### config.mk
export PLATFORM = sky130hd
export DESIGN_NAME = crf_seq
export DESIGN_NICKNAME = d
export VERILOG_FILES = /design/src/rtl/crf_pkg.sv /design/src/rtl/crf_seq.sv
export SDC_FILE = /design/constraint.sdc
export NUM_CORES = 1
export LEC_CHECK = 0
export BUFFER_PORTS_ARGS = -buffer_cell sky130_fd_sc_hd__buf_2
export CAP_MARGIN = 25
export CORE_UTILIZATION = 40
export DETAILED_ROUTE_END_ITERATION = 10
export PLACE_DENSITY = 0.64
export SLEW_MARGIN = 10
export SYNTH_ARGS = -nofsm -noshare
export SYNTH_HDL_FRONTEND = slang
export SYNTH_SLANG_ARGS = --single-unit
### constraint.sdc
create_clock -name clk -period 8.5 [get_ports clk]
set_input_delay 1.7 -clock clk [delete_from_list [all_inputs] [get_ports clk]]
set_output_delay 1.7 -clock clk [all_outputs]
set_load 0.01 [all_outputs]
### src/rtl/crf_pkg.sv
// Shared types and constants for the clipped rectangle fill engine.
// No dependencies; imported by every module of the block.
package crf_pkg;

  localparam int CMD_W   = 3;
  localparam int COORD_W = 12;
  localparam int PIX_W   = 32;
  localparam int FRAME_W = 8;
  localparam int EXT_W   = 13;
  localparam int END_W   = 14;

  localparam logic [FRAME_W-1:0] FRAME_RESET = 8'd128;

  typedef enum logic [CMD_W-1:0] {
    CMD_CLEAR   = 3'd0,
    CMD_FILL    = 3'd1,
    CMD_OUTLINE = 3'd2,
    CMD_WRITE   = 3'd3,
    CMD_READ    = 3'd4
  } cmd_t;

  localparam logic REG_FRAME_WIDTH  = 1'b0;
  localparam logic REG_FRAME_HEIGHT = 1'b1;

  typedef enum logic [1:0] {
    ST_IDLE,
    ST_PREP,
    ST_DRAW,
    ST_RDWAIT
  } state_t;

endpackage

### src/rtl/crf_seq.sv
// Command sequencer: clips rectangles and walks them one pixel a cycle.
// Uses crf_pkg; drives the port of crf_store.
module crf_seq import crf_pkg::*; #(
  parameter int MAX_WIDTH = 128,
  parameter int AW        = 14
) (
  input  logic               clk,
  input  logic               rst,
  input  logic               start,
  output logic               busy,
  input  logic [CMD_W-1:0]   command,
  input  logic [COORD_W-1:0] pos_x,
  input  logic [COORD_W-1:0] pos_y,
  input  logic [COORD_W-1:0] rect_w,
  input  logic [COORD_W-1:0] rect_h,
  input  logic [PIX_W-1:0]   pixel_value,
  input  logic [FRAME_W-1:0] active_w,
  input  logic [FRAME_W-1:0] active_h,
  output logic               mem_we,
  output logic               mem_re,
  output logic [AW-1:0]      mem_addr,
  output logic [PIX_W-1:0]   mem_wdata,
  input  logic [PIX_W-1:0]   mem_rdata,
  output logic               done,
  output logic [PIX_W-1:0]   read_value
);

  state_t             state, state_next;
  logic [CMD_W-1:0]   cmd_l;
  logic [COORD_W-1:0] x_l, y_l, w_l, h_l;
  logic [PIX_W-1:0]   colour;
  logic [1:0]         part, part_next;
  logic [FRAME_W-1:0] cur_x, cur_x_next, cur_y, cur_y_next;
  logic [FRAME_W-1:0] x_start, x_start_next, x_end, x_end_next, y_end, y_end_next;
  logic               done_next;
  logic [PIX_W-1:0]   read_value_next;

  logic [EXT_W-1:0]   x0, y0, rw, rh;
  logic [END_W-1:0]   xs, ys;
  logic               part_ok, last_part, finish;
  logic [COORD_W-1:0] addr_x, addr_y;

  assign busy      = (state != ST_IDLE);
  assign mem_wdata = colour;
  assign addr_x    = (state == ST_PREP) ? x_l : COORD_W'(cur_x);
  assign addr_y    = (state == ST_PREP) ? y_l : COORD_W'(cur_y);
  assign mem_addr  = AW'(32'(addr_y) * MAX_WIDTH + 32'(addr_x));

  // rectangle of the current part
  always_comb begin
    x0 = EXT_W'(x_l);
    y0 = EXT_W'(y_l);
    rw = EXT_W'(w_l);
    rh = EXT_W'(h_l);
    case (cmd_l)
      CMD_CLEAR: begin
        x0 = '0;
        y0 = '0;
        rw = EXT_W'(active_w);
        rh = EXT_W'(active_h);
      end
      CMD_OUTLINE: begin
        case (part)
          2'd0: rh = EXT_W'(1);
          2'd1: begin
            y0 = EXT_W'(y_l) + EXT_W'(h_l) - EXT_W'(1);
            rh = EXT_W'(1);
          end
          2'd2: rw = EXT_W'(1);
          default: begin
            x0 = EXT_W'(x_l) + EXT_W'(w_l) - EXT_W'(1);
            rw = EXT_W'(1);
          end
        endcase
      end
      CMD_WRITE: begin
        rw = EXT_W'(1);
        rh = EXT_W'(1);
      end
      default: ;
    endcase
    xs        = END_W'(x0) + END_W'(rw);
    ys        = END_W'(y0) + END_W'(rh);
    part_ok   = (x0 < EXT_W'(active_w)) && (y0 < EXT_W'(active_h)) &&
                (rw != '0) && (rh != '0);
    last_part = (cmd_l != CMD_OUTLINE) || (part == 2'd3);
  end

  always_comb begin
    state_next      = state;
    part_next       = part;
    cur_x_next      = cur_x;
    cur_y_next      = cur_y;
    x_start_next    = x_start;
    x_end_next      = x_end;
    y_end_next      = y_end;
    read_value_next = '0;
    finish          = 1'b0;
    mem_we          = 1'b0;
    mem_re          = 1'b0;
    case (state)
      ST_IDLE: begin
        if (start) begin
          state_next = ST_PREP;
          part_next  = '0;
        end
      end
      ST_PREP: begin
        case (cmd_l)
          CMD_READ: begin
            if ((x_l < COORD_W'(active_w)) && (y_l < COORD_W'(active_h))) begin
              mem_re     = 1'b1;
              state_next = ST_RDWAIT;
            end else begin
              finish = 1'b1;
            end
          end
          CMD_CLEAR, CMD_FILL, CMD_OUTLINE, CMD_WRITE: begin
            if (cmd_l == CMD_OUTLINE && (w_l == '0 || h_l == '0)) begin
              finish = 1'b1;
            end else if (part_ok) begin
              cur_x_next   = FRAME_W'(x0);
              cur_y_next   = FRAME_W'(y0);
              x_start_next = FRAME_W'(x0);
              x_end_next   = (xs > END_W'(active_w)) ? active_w : FRAME_W'(xs);
              y_end_next   = (ys > END_W'(active_h)) ? active_h : FRAME_W'(ys);
              state_next   = ST_DRAW;
            end else if (last_part) begin
              finish = 1'b1;
            end else begin
              part_next = part + 2'd1;
            end
          end
          default: finish = 1'b1;
        endcase
      end
      ST_DRAW: begin
        mem_we = 1'b1;
        if ({1'b0, cur_x} + 9'd1 == {1'b0, x_end}) begin
          cur_x_next = x_start;
          if ({1'b0, cur_y} + 9'd1 == {1'b0, y_end}) begin
            if (last_part) begin
              finish = 1'b1;
            end else begin
              part_next  = part + 2'd1;
              state_next = ST_PREP;
            end
          end else begin
            cur_y_next = cur_y + FRAME_W'(1);
          end
        end else begin
          cur_x_next = cur_x + FRAME_W'(1);
        end
      end
      ST_RDWAIT: begin
        read_value_next = mem_rdata;
        finish          = 1'b1;
      end
      default: state_next = ST_IDLE;
    endcase
    if (finish) begin
      state_next = ST_IDLE;
    end
    done_next = finish;
  end

  always_ff @(posedge clk) begin
    if (rst) begin
      state      <= ST_IDLE;
      done       <= 1'b0;
      read_value <= '0;
    end else begin
      state      <= state_next;
      done       <= done_next;
      read_value <= read_value_next;
    end
  end

  always_ff @(posedge clk) begin
    if (state == ST_IDLE && start) begin
      cmd_l  <= command;
      x_l    <= pos_x;
      y_l    <= pos_y;
      w_l    <= rect_w;
      h_l    <= rect_h;
      colour <= pixel_value;
    end
    part    <= part_next;
    cur_x   <= cur_x_next;
    cur_y   <= cur_y_next;
    x_start <= x_start_next;
    x_end   <= x_end_next;
    y_end   <= y_end_next;
  end

endmodule

======== Word-level counts from Yosys, hierarchy flattened ========
Cells that the tools add are included.
word-level totals
  register bits after elaboration ......... 160
  input port bits ......................... 134
  word-level logic and storage cells ...... 141
cells by class
  add/subtract/negate cells ............... 12
  order comparisons ....................... 6
  eq/ne operators ......................... 26
  muxes and demuxes ....................... 52
  bitwise operators ....................... 2
  reductions and logical operators ........ 28
operators by type and width
  cell                   count
  $mux 8                 11
  $pmux 12 s3            2
  $pmux 13 s2            2
  $mux 12                3
  $pmux 8 s2             2
  $add 13x13->14         2
  $gt 14x8->1            2
  $mux 2                 14
  $add 12x12->13         2
  $lt 13x8->1            2
  $mux 13                2
  $reduce_bool 13->1     2
  $sub 13x1->13 const B  2
  $logic_not 12->1       2
  $lt 12x8->1            2
  $add 8x1->9 const B    2
  $eq 9x8->1             2
  $add 8x1->8 const B    2
  $ne 2x2->1 const B     8
  $add 14x12->14         1
  $pmux 2 s3             2
  $mux 1                 10
  $ne 3x3->1 const B     3
  $reduce_and 9->1       1
  other kinds (26)       43

======== Depth between registers and ports, before layout ========
  depth after elaboration ................. 13
  mapped depth ............................ 21
  gate-level depth less buffers ........... 20

======== Worst setup path before layout ========
OpenSTA, ideal clock, no wires.
  path type ............................... input -> register
  from .................................... input port start
  to ...................................... register cmd_l[0] (enable)
  setup time .............................. 0.527 ns
  arrival ................................. 5.239 ns
  slack ................................... 2.734 ns
  cell stages on the path ................. 2
  buffers on the path ..................... 0
  path through ............................ inv_1 -> nor2_1
between the ends
  longest elaborated chain between the ends .. 1
ends and longest elaborated chain
  item                  line            source
  from (decl)           crf_seq.sv:9    input logic start,
  $logic_and 1x1->1     crf_seq.sv:180  if (state == ST_IDLE && start) begin
  to (signal assigned)  crf_seq.sv:181  cmd_l <= command;
  to (decl)             crf_seq.sv:29   logic [CMD_W-1:0] cmd_l;
Every way passes these cells.
A chain may end at the register's enable or synchronous reset.

======== Worst setup path in the final report ========
  from .................................... register y_l[5]
  to ...................................... register cur_y[7] (enable)
between the ends
  longest elaborated chain between the ends .. 10
ends and longest elaborated chain
  item                                 line            source
  from (decl)                          crf_seq.sv:30   logic [COORD_W-1:0] x_l, y_l, w_l, h_l;
  from (signal assigned)               crf_seq.sv:183  y_l <= pos_y;
  $add 12x12->13                       crf_seq.sv:66   y0 = EXT_W'(y_l) + EXT_W'(h_l) - EXT_W'(1);
  $sub 13x1->13                        crf_seq.sv:66
  $mux 13                              crf_seq.sv:63   case (part)
  $pmux 13 s2 *                        crf_seq.sv:55   case (cmd_l)
  $lt 13x8->1 *                        crf_seq.sv:84   part_ok = (x0 < EXT_W'(active_w)) && (y0 < EXT_W'(active_h)) &&
  $logic_and 1x1->1 * (2 in series)    crf_seq.sv:84
  $logic_and 1x1->1 *                  crf_seq.sv:85   (rw != '0) && (rh != '0);
  $ne 2x2->1 (no source line) *        -
  $reduce_and 6->1 (no source line) *  -
  to (signal assigned)                 crf_seq.sv:190  cur_y <= cur_y_next;
  to (decl)                            crf_seq.sv:33   logic [FRAME_W-1:0] cur_x, cur_x_next, cur_y, cur_y_next;
Mark *: on every way between the ends. The rest lies on a longest branch, timed or not.

==> flow_metrics.py <==
metrics = {
    "run_status": {
        "outcome": "finished, violations left",
        "violations": "design-rule violations",
    },
    "die": {
        "dieHeight_um": 166,
        "rows": 59,
        "ios": 216,
        "coreArea_mm2": 0.0262,
        "start_util_pct": 40.9,
        "dieArea_mm2": 0.0275,
        "die_w_um": 166,
    },
    "placed_design": {
        "io_buffers": 215,
        "dp.cells": 1579,
        "place_area_mm2": 0.0122,
        "place_congestion": 0.957,
        "dp_hpwl_mm": 23.1,
    },
    "worst_setup_path": {
        "critical_path_class": "flip-flop to flip-flop",
        "critPathSlowestCell": "a2bb2oi_1",
        "slowest_delay_ns": 0.73,
        "r2r_cells": 18,
        "r2r_start": "y_l[5]",
        "r2r_end": "cur_y[7]",
        "cp-end-kind": "flip-flop",
        "worstPathRequired_ns": 8.56,
        "cp-start-kind": "flip-flop",
        "cp_max_fo": 26,
        "regToRegSetupSlack_ns": 2.51,
        "cp_cell_sequence": "inv_1 > ha_1 > inv_1 > ha_1 > and2_1 > a221oi_1 > nand2_1 > xnor2_1 > o21ai_0 > ha_1 > a211oi_1 > a31oi_1 > a211o_1 > a211oi_2 > nand3_2 > nor3_4 > buf_4 > a2bb2oi_1",
        "cpMostUsedCell": "ha_1",
        "crit_arrival_ns": 6.05,
    },
    "grt": {
        "antenna_found_initial": 0,
        "grt_util_met3_pct": 4.87,
        "grt_util_all_layers_pct": 21.6,
        "busiest_layer": "met2",
        "grt_pass1_vias": 8496,
        "gr-total-overflow": 0,
        "grt_pass1_wl_mm": 45.8,
        "met2_usage_pct": 35.6,
        "use_met1_pct": 27.5,
        "grt_max_degree": 55,
    },
    "layout": {
        "instances_no_fill": 1612,
        "final_common_cell": "buf_2",
        "final_cell_mix": "215 x buf_2, 143 x inv_1, 130 x ha_1, 125 x edfxtp_1, 53 x o21ai_0",
        "diodes": 0,
        "syn2layout_area_growth_pct": 19.5,
        "nNetsFinal": 1533,
        "layout-drive-gt1-share_pct": 23.8,
        "final_util_pct": 48.9,
        "fin_area_mm2": 0.0128,
    },
    "route": {
        "firstDrtPassIters": 9,
        "postRouteAntennaNets": 0,
        "drc": 6,
        "detail_route.wirelength_mm": 29.1,
        "drt-initial-drc-count": 499,
        "vias": 8578,
        "vias_per_cell": 5.32,
        "wl_per_cell_um": 18.1,
    },
    "yosys": {
        "syn_nets": 1315,
        "ys.flop_type": "edfxtp_1",
        "synth_area_mm2": 0.0107,
        "synth_area_per_cell_um2": 10.2,
        "synth-edff-count": 125,
        "ys_ff_latch": 160,
        "ys_types": 76,
        "synthCells": 1046,
        "synth_seq_area_share_pct": 41.6,
        "yosys_warnings": 0,
        "async_reset_ff_share_pct": 0,
    },
    "sta": {
        "slew_headroom_pct": 41.7,
        "worst_clock_skew_ns": 0.0124,
        "fmax_ghz": 0.167,
        "setup_viol_count_final": 0,
        "finalCritPeriodShare_pct": 70.5,
        "hold_viol_final": 0,
        "slew_viol_final": 0,
        "whs_ns": 0.545,
        "min_period_ns": 5.99,
        "fin_tns_setup_ns": 0,
        "worstMarginPinSlew_ns": 0.870,
        "rsz0062_at_grt": "no",
    },
    "job": {
        "maxCapViolations": 0,
    },
    "clock_tree": {
        "clk_path_buf_depth": 2,
        "numCtsBuffers": 17,
        "clk_latency_ns": 0.43,
        "h-tree-depth": 4,
        "cts_setup_buffers": 0,
        "clkSinkCount": 160,
        "clock-root-buffer": "clkbuf_16",
        "cts_hold_buf": 0,
        "post_cts_resized": 0,
        "clkTransAtPathRegs_ns": 0.07,
        "cts_tree": "built",
    },
    "min_path": {
        "whs_path_depth": 2,
        "hp-start": "state[0]",
        "hp-class": "flip-flop to flip-flop",
        "min_to": "state[0]",
    },
    "power": {
        "leakagePower_nw": 5.84,
        "worst_ir_drop_vdd_mv": 0.153,
        "pwr_density_cell_mw_per_mm2": 307,
    },
}
## cell type report
class / count / area [um2]
tap: 335 / 419
multi-input combinational: 716 / 5630
timing repair buffer: 226 / 1170
fill: 2407 / 13400
clock buffer: 17 / 425
clock inverter: 15 / 171
sequential: 160 / 4450
inverter: 143 / 537
## Yosys cell counts, types with 4 or more instances
master	n	share of area, %
nor2b_1	8	0.47
clkbuf_1	22	0.77
nor3_1	11	0.51
mux2_2	23	2.4
and2_1	45	2.6
a21oi_1	50	2.3
nand3_1	19	0.89
xnor2_1	40	3.3
o31ai_1	5	0.35
o211ai_1	9	0.63
a211oi_1	14	0.98
a31oi_1	6	0.35
o21a_1	9	0.63
nand2b_1	8	0.47
a22o_1	17	1.4
nor4_1	15	0.88
a211o_1	4	0.33
xor2_1	18	1.5
nor2_1	48	1.7
inv_1	143	5.0
o21bai_1	6	0.42
dfxtp_1	35	6.5
a21o_1	17	1.2
edfxtp_1	125	35
mux2_1	5	0.53
nand2_1	50	1.8
ha_1	130	15
fa_1	5	0.93
and3_1	4	0.23
a221oi_1	4	0.33
mux2i_1	12	1.1
o21ai_0	54	2.5
nand4_1	13	0.76
## state kept, by name (all words and copies together), names as in the netlist
signal,flops
cmd_l,3
cur_x,8
cur_y,8
done,1
h_l,12
mem_wdata,32
part,2
read_value,32
state,2
w_l,12
x_end,8
x_l,12
x_start,8
y_end,8
y_l,12
## worst max-delay path: cells and delay by family, from the launching register on
family / cells / cell delay, ns
adders and majority gates: 3 / 0.97
xor gates and xnor gates: 1 / 0.17
buffers and inverters: 3 / 0.48
AOI/OAI and AO/OA: 7 / 2.69
and+or+nand+nor: 4 / 0.79
DFF: 1 / 0.54
## stage by stage
step	worst slack [ns]	total power, W
6_report	2.51	0.00393
5_1_grt	2.14	0.00423
4_1_cts	2.54	0.00394
3_5_place_dp	2.57	0.00314
3_3_place_gp	2.55	0.00312
2_1_floorplan	2.73	0.00259
## power breakdown
part	leakage [nW]	switching, W	internal, W
registers	1.45	0.000125	0.00102
clock network	0.289	0.000383	0.000395
logic	4.10	0.00116	0.000854
## cells by family after synthesis
group / synth area share [%]
simple gates: 12.5
compound gates: 15.0
buf+inv: 6.06
flops: 41.6
fa+ha+maj: 16.1
xor+xnor: 4.74
mux: 4.06
## how the worst max path moves through the flow
stage                     startpoint        to  cells past startpoint
after floorplan                start  cmd_l[0]                      2
after global placement        y_l[5]  cur_y[7]                     18
after detailed placement      y_l[5]  cur_y[7]                     18
after CTS                     y_l[5]  cur_y[6]                     18
after global routing          y_l[5]  cur_y[6]                     18
final                         y_l[5]  cur_y[7]                     18
## routing by layer
metal	share of wire, %	routed length [um]
met5	0	0
met4	2.7	791
met3	7.0	2050
met1	44	12800
met2	46	13400
Note: power is estimated with default switching activity, not from simulation.
